===== config.mk =====
export PLATFORM = sky130hd
export DESIGN_NAME = mrta_ctrl
export DESIGN_NICKNAME = d
export VERILOG_FILES = /design/src/rtl/core/mrta_pkg.sv /design/src/rtl/core/mrta_ctrl.sv
export SDC_FILE = /design/constraint.sdc
export NUM_CORES = 1
export LEC_CHECK = 0
export CAP_MARGIN = 20
export CORE_AREA = 2 2 39 41
export DETAILED_ROUTE_END_ITERATION = 8
export DIE_AREA = 0 0 41 43
export DONT_BUFFER_PORTS = 1
export PLACE_DENSITY = 0.6
export SLEW_MARGIN = 30
export SYNTH_ARGS = -nofsm -noshare
export SYNTH_HDL_FRONTEND = slang
export SYNTH_SLANG_ARGS = --single-unit

===== constraint.sdc =====
create_clock -name clk -period 1.6 [get_ports clk]
set_clock_uncertainty 0.05 [all_clocks]
set_input_delay 0.4 -clock clk [delete_from_list [all_inputs] [get_ports clk]]
set_output_delay 0.4 -clock clk [all_outputs]
set_load 0.01 [all_outputs]

===== src/rtl/core/mrta_pkg.sv =====
// ----------------------------------------------------------------------------
// mrta_pkg
// Shared codes, widths and control/status types of the rule table automaton.
// ----------------------------------------------------------------------------
package mrta_pkg;

	localparam int CNT_W      = 13;
	localparam int RULE_WORDS = 8;
	localparam int RULE_W     = 64;
	localparam int RIDX_W     = 3;
	localparam int CMD_W      = 2;
	localparam int COORD_W    = 6;
	localparam int SIDE_W     = 7;
	localparam int IDX_W      = 9;

	localparam logic [CMD_W-1:0] CMD_WRITE   = 2'd0;
	localparam logic [CMD_W-1:0] CMD_READ    = 2'd1;
	localparam logic [CMD_W-1:0] CMD_ADVANCE = 2'd2;
	localparam logic [CMD_W-1:0] CMD_RULE    = 2'd3;

	// register index, taken from paddr[2]
	localparam logic REG_BOARD_SIDE = 1'b0;

	localparam logic [SIDE_W-1:0] SIDE_RESET = 7'd64;

	typedef struct packed {
		logic latch_in;
		logic cell_rd;
		logic cell_fin;
		logic rule_fin;
		logic clr_start;
		logic clr_wr;
		logic adv_start;
		logic fetch;
		logic shift;
		logic sweep;
		logic row_wr;
		logic adv_fin;
	} dp_cmd_t;

	typedef struct packed {
		logic slot_free;
		logic clr_last;
		logic col_last;
		logic row_last;
	} dp_stat_t;

endpackage


===== src/rtl/core/mrta_ctrl.sv =====
// ----------------------------------------------------------------------------
// mrta_ctrl
// Sequencer: clearing pass, command dispatch and the row/cell walk of an advance.
// ----------------------------------------------------------------------------
module mrta_ctrl (
	input  logic                        clk,
	input  logic                        arst_n,
	input  logic                        item_valid,
	input  logic [mrta_pkg::CMD_W-1:0]  command,
	input  logic                        cfg_wr,
	input  mrta_pkg::dp_stat_t          stat,
	output logic                        item_stall,
	output mrta_pkg::dp_cmd_t           ctl
);

	localparam logic [3:0] ST_CLEAR   = 4'd0;
	localparam logic [3:0] ST_IDLE    = 4'd1;
	localparam logic [3:0] ST_CELL    = 4'd2;
	localparam logic [3:0] ST_RULE    = 4'd3;
	localparam logic [3:0] ST_PRIME_F = 4'd4;
	localparam logic [3:0] ST_PRIME_S = 4'd5;
	localparam logic [3:0] ST_FETCH   = 4'd6;
	localparam logic [3:0] ST_SHIFT   = 4'd7;
	localparam logic [3:0] ST_SWEEP   = 4'd8;
	localparam logic [3:0] ST_ROWWR   = 4'd9;
	localparam logic [3:0] ST_DONE    = 4'd10;

	logic [3:0] state_q;
	logic [3:0] state_d;
	logic       accept;

	assign item_stall = (state_q != ST_IDLE) || cfg_wr;
	assign accept     = item_valid && !item_stall;

	always_comb begin
		ctl     = '0;
		state_d = state_q;
		unique case (state_q)
			ST_CLEAR: begin
				ctl.clr_wr = 1'b1;
				if (stat.clr_last) begin
					state_d = ST_IDLE;
				end
			end
			ST_IDLE: begin
				if (accept) begin
					ctl.latch_in = 1'b1;
					unique case (command) inside
						mrta_pkg::CMD_WRITE, mrta_pkg::CMD_READ: begin
							ctl.cell_rd = 1'b1;
							state_d     = ST_CELL;
						end
						mrta_pkg::CMD_ADVANCE: begin
							ctl.adv_start = 1'b1;
							state_d       = ST_PRIME_F;
						end
						default: begin
							state_d = ST_RULE;
						end
					endcase
				end
			end
			ST_CELL: begin
				if (stat.slot_free) begin
					ctl.cell_fin = 1'b1;
					state_d      = ST_IDLE;
				end
			end
			ST_RULE: begin
				if (stat.slot_free) begin
					ctl.rule_fin = 1'b1;
					state_d      = ST_IDLE;
				end
			end
			ST_PRIME_F: begin
				ctl.fetch = 1'b1;
				state_d   = ST_PRIME_S;
			end
			ST_PRIME_S: begin
				ctl.shift = 1'b1;
				state_d   = ST_FETCH;
			end
			ST_FETCH: begin
				ctl.fetch = 1'b1;
				state_d   = ST_SHIFT;
			end
			ST_SHIFT: begin
				ctl.shift = 1'b1;
				state_d   = ST_SWEEP;
			end
			ST_SWEEP: begin
				ctl.sweep = 1'b1;
				if (stat.col_last) begin
					state_d = ST_ROWWR;
				end
			end
			ST_ROWWR: begin
				ctl.row_wr = 1'b1;
				state_d    = stat.row_last ? ST_DONE : ST_FETCH;
			end
			ST_DONE: begin
				if (stat.slot_free) begin
					ctl.adv_fin = 1'b1;
					state_d     = ST_IDLE;
				end
			end
			default: begin
				state_d = ST_CLEAR;
			end
		endcase
		// new side: wipe both banks again
		if (cfg_wr) begin
			ctl.clr_start = 1'b1;
			state_d       = ST_CLEAR;
		end
	end

	always_ff @(posedge clk or negedge arst_n) begin
		if (!arst_n) begin
			state_q <= ST_CLEAR;
		end else begin
			state_q <= state_d;
		end
	end

endmodule


Word-level counts from Yosys, hierarchy flattened
Index checks and enable logic that the tools add are counted.
Widths: inputs -> output; s select.
- div/mod/pow operators: 0
- muxes and demuxes: 24
- equal/unequal tests: 17
- add/sub/neg operators: 0
- bitwise logic cells: 0
- reduce and logical (&&, ||, !) cells: 10
- $lt $le $gt $ge: 0
- multipliers: 0
- shift operators: 0
- operators by type and width (cell ; count):
    $pmux 4 s9 ; 1
    $mux 4 ; 6
    $eq 4x3->1 const B ; 4
    $mux 1 ; 14
    $eq 4x4->1 const B ; 3
    $ne 3x3->1 const B ; 3
    $eq 4x2->1 const B ; 2
    $pmux 3 s2 ; 1
    $reduce_or 2->1 ; 3
    $eq 4x1->1 const B ; 1
    $logic_not 4->1 ; 1
    $mux 2 ; 2
    $ne 4x1->1 const B ; 1
    $reduce_and 4->1 ; 1
    $ne 3x1->1 const B ; 1
    $reduce_or 3->1 ; 1
    $eq 2x1->1 const B ; 1
    $eq 2x2->1 const B ; 1
    $logic_not 2->1 ; 1
    $logic_and 1x1->1 ; 1
    $logic_not 1->1 ; 1
    $logic_or 1x1->1 ; 1
- word-level logic and storage cells: 52
- bits in latches: 0
- bits in read-only memories: 0
- output and inout port bits: 13
- memories kept: 0
- bits in writable memories: 0
- input port bits: 10
- register bits after elaboration: 4

Depth between registers and ports, before layout
Gate-level depths: netlist (run 1).
- word-level depth: 7
- depth in mapped cells: 5
- mapped depth without buffers: 4

Worst setup path after synthesis (run 1)
No wires, ideal clock.
- path type: register -> output
- start: register state_q[2]
- end: output port ctl[5] (netlist bit)
- stages on the path, launching flop included: 5
- buffers on the path: 1
- arrival time: 1360 ps
- required time: 1150 ps
- setup slack: -210 ps
- cell sequence: dfrtp_1 buf_2 nor4_1 nand2_1 nor3b_1
- RTL lines (what ; line ; RTL):
    start, declared ; mrta_ctrl.sv:28 ; logic [3:0] state_q;
    start signal, assigned ; mrta_ctrl.sv:122 ; state_q <= state_d;
    end, declared ; mrta_ctrl.sv:13 ; output mrta_pkg::dp_cmd_t ctl

==> summary.md, run 1 <==
| Metric | Value |
|---|---|
| Status | `finished with violations` |
| Failing checks | `negative setup slack` |
| Worst EP required | `1.15 ns` |
| Skew-Pair Late Insertion Delay | `0.24 ns` |
| Worst path depth | `4` |
| Period utilization | `110%` |
| Most flops, register | `state_q` |
| Pin count of the biggest net entering global routing | `11` |
| Final #Nets | `88` |
| Min-Delay Path Class | `primary input to flip-flop` |
| FF-to-FF path depth | `5` |
| Final setup viols | `13` |
| Maximum vdd drop | `1.13 mV` |
| Top FF cell, synth | `dfrtp_1` |
| Sink Count | `4` |
| Critical path fanouts, max | `3` |
| Final setup margin | `-0.162 ns` |
| ANT cells | `0` |
| Die Ht | `43 um` |
| DR vias | `533` |
| Slowest Stage Delay on Critical Path | `0.38 ns` |
| M3 GR Usage | `5.24%` |
| CTS tree | `built` |
| Top delay family on crit path | `simple AND/OR/NAND/NOR gates` |
| Mux cell area share after synthesis | `5.22%` |
| First-pass GRT wire length | `2.10 mm` |
| Root Buffer Master | `clkbuf_4` |
| Ports | `23` |
| M2 GR Usage | `27.2%` |
| Share of cells above drive strength 1 | `59.2%` |
| Mean Syn Cell Area | `7.86 um2` |
| PortBufs | `0` |
| Post-Syn Area | `479 um2` |
| EDFF count, synth | `0` |
| Worst hold stages | `1` |
| Max Slew Vio Count | `0` |
| Post-synth cell types | `34` |
| Area growth syn-to-layout | `55.1%` |
| PwrDens | `1810 nW/um2` |
| Critical path, cell by cell | `nand2b_4, nor4_4, nand2_2, nor3b_4` |
| Gp weighted congestion | `0.951` |
| Biggest regs | `state_q (4)` |
| Total Routing Usage GR | `18.3%` |
| Syn nets | `71` |
| Initial antenna violation count | `0` |
| Cell Rows | `14` |
| Die Wd | `41 um` |
| Worst hold path startpoint | `cfg_wr` |
| DRT Pass-1 Iters | `4` |
| GRT met1 Usage | `21.7%` |
| Core Footprint | `1380 um2` |
| CTS Buffer Depth | `2` |
| Worst-path clk slew | `0.04 ns` |
| Largest family of logic cells by synthesized area | `simple AND/OR/NAND/NOR gates` |
| Num CTS Buffers | `3` |
| Max Freq | `568 MHz` |
| Initial detailed-routing violation count | `14` |
| WL/cell | `16.6 um` |
| CP Launch Type | `flip-flop` |
| Routed wire length | `1.53 mm` |
| Util after Layout | `53.7%` |
| FFs w/ async S/R, synth | `100%` |
| Synth Area in XOR/XNOR | `1.83%` |
| Setup CP Type | `flip-flop to output port` |
| FF+latch count, synth | `4` |
| Dpl cell area | `553 um2` |
| Initial cell density of the core | `34.6%` |
| Yosys warns | `0` |
| Final Hold Fails | `0` |
| Worst endpoint data arrival time | `1.31 ns` |
| Post-synthesis compound-gate area fraction | `29.2%` |
| Worst r2r dst | `state_q[1]` |
| CP endpoint kind | `output port` |
| Top Usage Layer GRT | `met2` |
| Drc violations | `0` |
| Hold Path End | `state_q[0]` |
| FF-to-FF setup slack | `-0.12 ns` |
| Post-Syn Instances | `61` |
| Post-Synth Simple-Gate Area | `30.3%` |
| Overflow after GRT | `0` |
| Max FFs per register | `4` |
| Die area | `1760 um2` |
| DP HPWL | `1.01 mm` |
| MaxCap Viol Count | `0` |
| Worst-Margin Slew | `0.279 ns` |
| Post-Synth Adder-Cell Area | `0%` |
| Worst path bufs/invs | `0` |
| Clock period minus final worst setup slack | `1.76 ns` |
| Avg Vias per Cell | `5.79` |
| Routed Antenna Nets | `0` |
| Number of global-route vias before repair | `447` |
| Register area share after synthesis | `20.9%` |
| H-tree depth | `1` |
| Slew margin rel. | `81.3%` |
| Critical-path top delay cell | `dfrtp_1` |
| Reg2Reg Launch Point | `state_q[0]` |
| LEAKAGE | `0.000304 uW` |
| Finished Cell Area | `743 um2` |
| RSZ-0062 raised after global routing | `true` |
stage by stage:
| step | TNS [ns] | std cells | hold WS (ns) | total power [uW] | setup WS, ns |
|---|---|---|---|---|---|
| after detailed placement | 0 | 81 | 0.0545 | 879 | 0.0203 |
| after floorplan | -0.0253 | 61 | 0.0544 | 728 | -0.0253 |
| after global routing | -1.75 | 92 | 0.168 | 1420 | -0.224 |
| after global placement | -0.00265 | 81 | 0.0545 | 872 | -0.00265 |
| final | -1.01 | 92 | 0.164 | 1340 | -0.162 |
| after CTS | -0.711 | 89 | 0.161 | 1200 | -0.161 |
cells in the mapped netlist (all sizes together), types with 2 or more instances:
master | count | area (um2)
and2 | 2 | 13.8
nand2 | 4 | 15.0
a31oi | 2 | 12.5
buf | 6 | 41.3
inv | 4 | 15.0
nor2 | 5 | 18.8
o21ai | 2 | 13.8
a221oi | 4 | 52.6
nand2b | 3 | 18.8
nor2b | 2 | 12.5
nor4 | 3 | 18.8
a21oi | 3 | 15.0
dfrtp | 4 | 100
nor3 | 2 | 10.0
worst max-delay path by stage:
stage                           from         end  slack (ns)
after global placement    state_q[1]      ctl[5]      -0.003
after global routing      state_q[1]      ctl[5]       -0.22
after floorplan           state_q[3]      ctl[5]       -0.03
after detailed placement  state_q[0]  state_q[0]        0.02
final                     state_q[1]      ctl[5]       -0.16
after CTS                 state_q[1]      ctl[5]       -0.16
power by group:
group	internal, uW	switching (uW)
logic	506	521
clock network	84.2	46.1
registers	140	46.8
total	730	614
cell families (layout without fill, tap and decap cells):
group,Yosys count,count (layout)
simple gates,26,26
compound gates,17,17
buf+inv,11,26
flops,4,4
mux,2,2
xor+xnor,1,1
cells in the final DEF, fill, tap and decap left out, types with 2 or more instances in the layout:
cell type   n
a221oi_2    2
and2_4      2
dfrtp_2     2
nor2_2      2
a21oi_1     3
nor2_1      2
dfrtp_1     2
a31oi_1     2
nor4_1      2
nand2_1     3
nand2b_4    2
buf_4      15
inv_2       3
clkbuf_4    3
per-layer routing:
layer  vias to the layer above  wire, um
met5                         -         0
met3                         5       108
met4                         0        41
li1                        256         -
met2                        28       751
met1                       244       625
layout make-up:
cell class                      instances  area, um2
Tap cell                               16       20.0
Clock buffer                            3       22.5
Timing Repair Buffer                   18        154
Sequential cell                         4        103
Fill cell                             128        641
Multi-Input combinational cell         46        425
Inverter                                5       18.8
what timing repair did:
item / CTS / global route
setup buffers: 4 / 3
hold buffers: 1 / 0
setup endpoints to repair: 11 / 14
resized for setup: 15 / 10
pin swaps: 2 / 4
endpoints found under the hold margin: 4 / 0
Power figures use the tool's default switching activity.
==> run 2, diff against run 1 <==
--- a/config.mk
+++ b/config.mk
@@ -5,12 +5,12 @@
 export SDC_FILE = /design/constraint.sdc
 export NUM_CORES = 1
 export LEC_CHECK = 0
-export CAP_MARGIN = 20
 export CORE_AREA = 2 2 39 41
 export DETAILED_ROUTE_END_ITERATION = 8
 export DIE_AREA = 0 0 41 43
 export DONT_BUFFER_PORTS = 1
 export PLACE_DENSITY = 0.6
+export REMOVE_ABC_BUFFERS = 1
 export SLEW_MARGIN = 30
 export SYNTH_ARGS = -nofsm -noshare
 export SYNTH_HDL_FRONTEND = slang
==> run 2 against run 1 <==
The run still ends with negative setup slack left. Clock power fell by 3%. Combinational power is 16% higher. Routed wire length grew 10%. Worst hold slack improved by 0.0038 ns. Global-route usage increased by 1.3 points. Die area unchanged. Highest routed layer unchanged. Sequential cell count unchanged. Sequential share of layout area fell by 2.1 points.
==> summary.md, run 2 (synthesis results as in run 1) <==
| Metric | Value |
|---|---|
| Worst r2r dst | `state_q[1]` |
| Initial cell density of the core | `34.6% (unchanged)` |
| CP endpoint kind | `output port` |
| Worst hold stages | `1 (unchanged)` |
| PwrDens | `1750 nW/um2 (-3.5%)` |
| Reg2Reg Launch Point | `state_q[0]` |
| Seq pwr share | `12.5% (-1.4 points)` |
| Worst EP required | `1.15 ns (about the same)` |
| Total Routing Usage GR | `19.7% (+1.3 points)` |
| Die Wd | `41 um (unchanged)` |
| Worst path bufs/invs | `1 (+1)` |
| RSZ-0062 raised after global routing | `true` |
| Root Buffer Master | `clkbuf_4` |
| Final Hold Fails | `0 (unchanged)` |
| GRT met1 Usage | `21.8% (+0.11 points)` |
| Clock period minus final worst setup slack | `1.88 ns (+0.119 ns)` |
| First-pass GRT wire length | `2.34 mm (+11%)` |
| Num CTS Buffers | `3 (unchanged)` |
| Biggest regs | `state_q (4)` |
| Setup CP Type | `flip-flop to output port` |
| Fill count | `117 (-8.6%)` |
| Drc violations | `0 (unchanged)` |
| FF-to-FF path depth | `5 (unchanged)` |
| Critical path, cell by cell | `nor4_4, nand2_2, nor3b_2, buf_4` |
| Commonest non-fill, non-tap cells in the layout | `16 x buf_4, 7 x buf_6` |
| Cell Rows | `14 (unchanged)` |
| Skew-Pair Late Insertion Delay | `0.24 ns (about the same)` |
| Total Power | `1510 uW (+12%)` |
| Slowest Stage Delay on Critical Path | `0.42 ns (+0.04 ns)` |
| Ports | `23 (unchanged)` |
| Final #Nets | `95 (+8.0%)` |
| Final setup margin | `-0.280 ns (-0.119 ns)` |
| Worst-path clk slew | `0.03 ns (about the same)` |
| Slew margin rel. | `80.1% (-1.2 points)` |
| Share of cells above drive strength 1 | `63.9% (+4.6 points)` |
| Routed wire length | `1.68 mm (+10%)` |
| Setup WS pre-CTS | `-0.168 ns (-0.188 ns)` |
| Final setup viols | `16 (+3)` |
| Max FFs per register | `4 (unchanged)` |
| Die area | `1760 um2 (unchanged)` |
| Worst-Margin Slew | `0.297 ns (+0.0171 ns)` |
| Final setup TNS | `-2.16 ns (-1.15 ns)` |
| Gp weighted congestion | `0.866 (-9.0%)` |
| Area growth syn-to-layout | `80.4%` |
| Worst hold path startpoint | `cfg_wr` |
| Maximum vdd drop | `0.666 mV (-41%)` |
| Hold Path End | `state_q[0]` |
| DR vias | `590 (+11%)` |
| Psw | `705 uW (+15%)` |
| CTS Buffer Depth | `2 (unchanged)` |
| DP HPWL | `1.02 mm (+0.53%)` |
| CP Launch Type | `flip-flop` |
| Initial antenna violation count | `0 (unchanged)` |
| Critical path fanouts, max | `2 (-1)` |
| M3 GR Usage | `5.24% (unchanged)` |
| Overflow after GRT | `0 (unchanged)` |
| Max Freq | `532 MHz (-6.3%)` |
| Worst endpoint data arrival time | `1.43 ns (+0.12 ns)` |
| H-tree depth | `1 (unchanged)` |
| Multi-input gate area | `473 um2 (+11%)` |
| Pin count of the biggest net entering global routing | `15 (+4)` |
| Net Sw Frac | `46.8% (+1.1 points)` |
| WL/cell | `17.0 um (+2.5%)` |
| Power share of the clock group | `8.3% (-1.4 points)` |
| MaxCap Viol Count | `0 (unchanged)` |
| FF+latch area | `101 um2 (-1.2%)` |
| LEAKAGE | `0.000351 uW (+15%)` |
| Status | `finished with violations` |
| FF-to-FF setup slack | `-0.07 ns (+0.05 ns)` |
| Failing checks | `negative setup slack` |
| Critical-path top delay cell | `dfrtp_1` |
| ANT cells | `0 (unchanged)` |
| Period utilization | `118% (+7.4 points)` |
| Core Footprint | `1380 um2 (unchanged)` |
| Sink Count | `4 (unchanged)` |
| Die Ht | `43 um (unchanged)` |
| Most common cell after layout, fill and taps aside | `buf_4` |
| Internal | `803 uW (+10%)` |
| Avg Vias per Cell | `5.96 (+2.9%)` |
| Max Slew Vio Count | `0 (unchanged)` |
| Top delay family on crit path | `simple AND/OR/NAND/NOR gates` |
| Initial detailed-routing violation count | `16 (+2)` |
| Gate power share | `79.1% (+2.7 points)` |
| Number of global-route vias before repair | `539 (+21%)` |
| Top Usage Layer GRT | `met2` |
| Min-Delay Path Class | `primary input to flip-flop` |
| DRT Pass-1 Iters | `4 (unchanged)` |
| Routed Antenna Nets | `0 (unchanged)` |
| PortBufs | `0 (unchanged)` |
| M2 GR Usage | `30.6% (+3.4 points)` |
| CTS tree | `built` |
| Most flops, register | `state_q` |
==> run 2: worst max-delay path by stage <==
stage | to | cells after the start | slack [ns] | start
4_1_cts | ctl[5] | 5 | -0.30 | state_q[1]
3_5_place_dp | ctl[5] | 5 | -0.17 | state_q[1]
2_1_floorplan | ctl[5] | 4 | -0.24 | state_q[0]
3_3_place_gp | ctl[5] | 5 | -0.09 | state_q[1]
6_report | ctl[5] | 4 | -0.28 | state_q[3]
5_1_grt | ctl[5] | 4 | -0.33 | state_q[2]
==> run 2: power groups by stage <==
stage | combinational [uW] | sequential (uW) | clock (uW)
6_report | 1190 | 189 | 126
2_1_floorplan | 380 | 240 | 0
4_1_cts | 1110 | 183 | 131
3_3_place_gp | 706 | 166 | 0
3_5_place_dp | 718 | 165 | 0
5_1_grt | 1270 | 191 | 136
==> run 2: area by class of cell <==
| class | instances | share of cell area [%] |
|---|---|---|
| inverter | 5 | 2.75 |
| clock buffer | 3 | 2.60 |
| multi-input combinational | 46 | 54.7 |
| sequential | 4 | 11.7 |
| tap | 16 | 2.32 |
| timing repair buffer | 25 | 25.9 |
==> run 2: repair_timing <==
item | in CTS | in global routing
setup buffers | 9 | 7
resized for setup | 36 | 13
endpoints found under the hold margin | 4 | 0
pin swaps | 8 | 10
hold buffers | 1 | 0
setup endpoints to repair | 15 | 16
==> run 2: routing by layer <==
layer  part of all wire [%]  wire length, um
met2                     53              892
met1                     38              634
met3                    6.5              110
met5                      0                0
met4                    2.7               46
==> run 2: stage by stage <==
stage / hold slack, ns / util [%] / instance area, um2 / instances
6_report: 0.168 / 62.5 / 865 / 99
3_5_place_dp: 0.0545 / 40.7 / 563 / 85
5_1_grt: 0.159 / 62.5 / 865 / 99
3_3_place_gp: 0.0545 / 40.7 / 563 / 85
2_1_floorplan: 0.0544 / - / 438 / 55
4_1_cts: 0.159 / 58.0 / 803 / 96
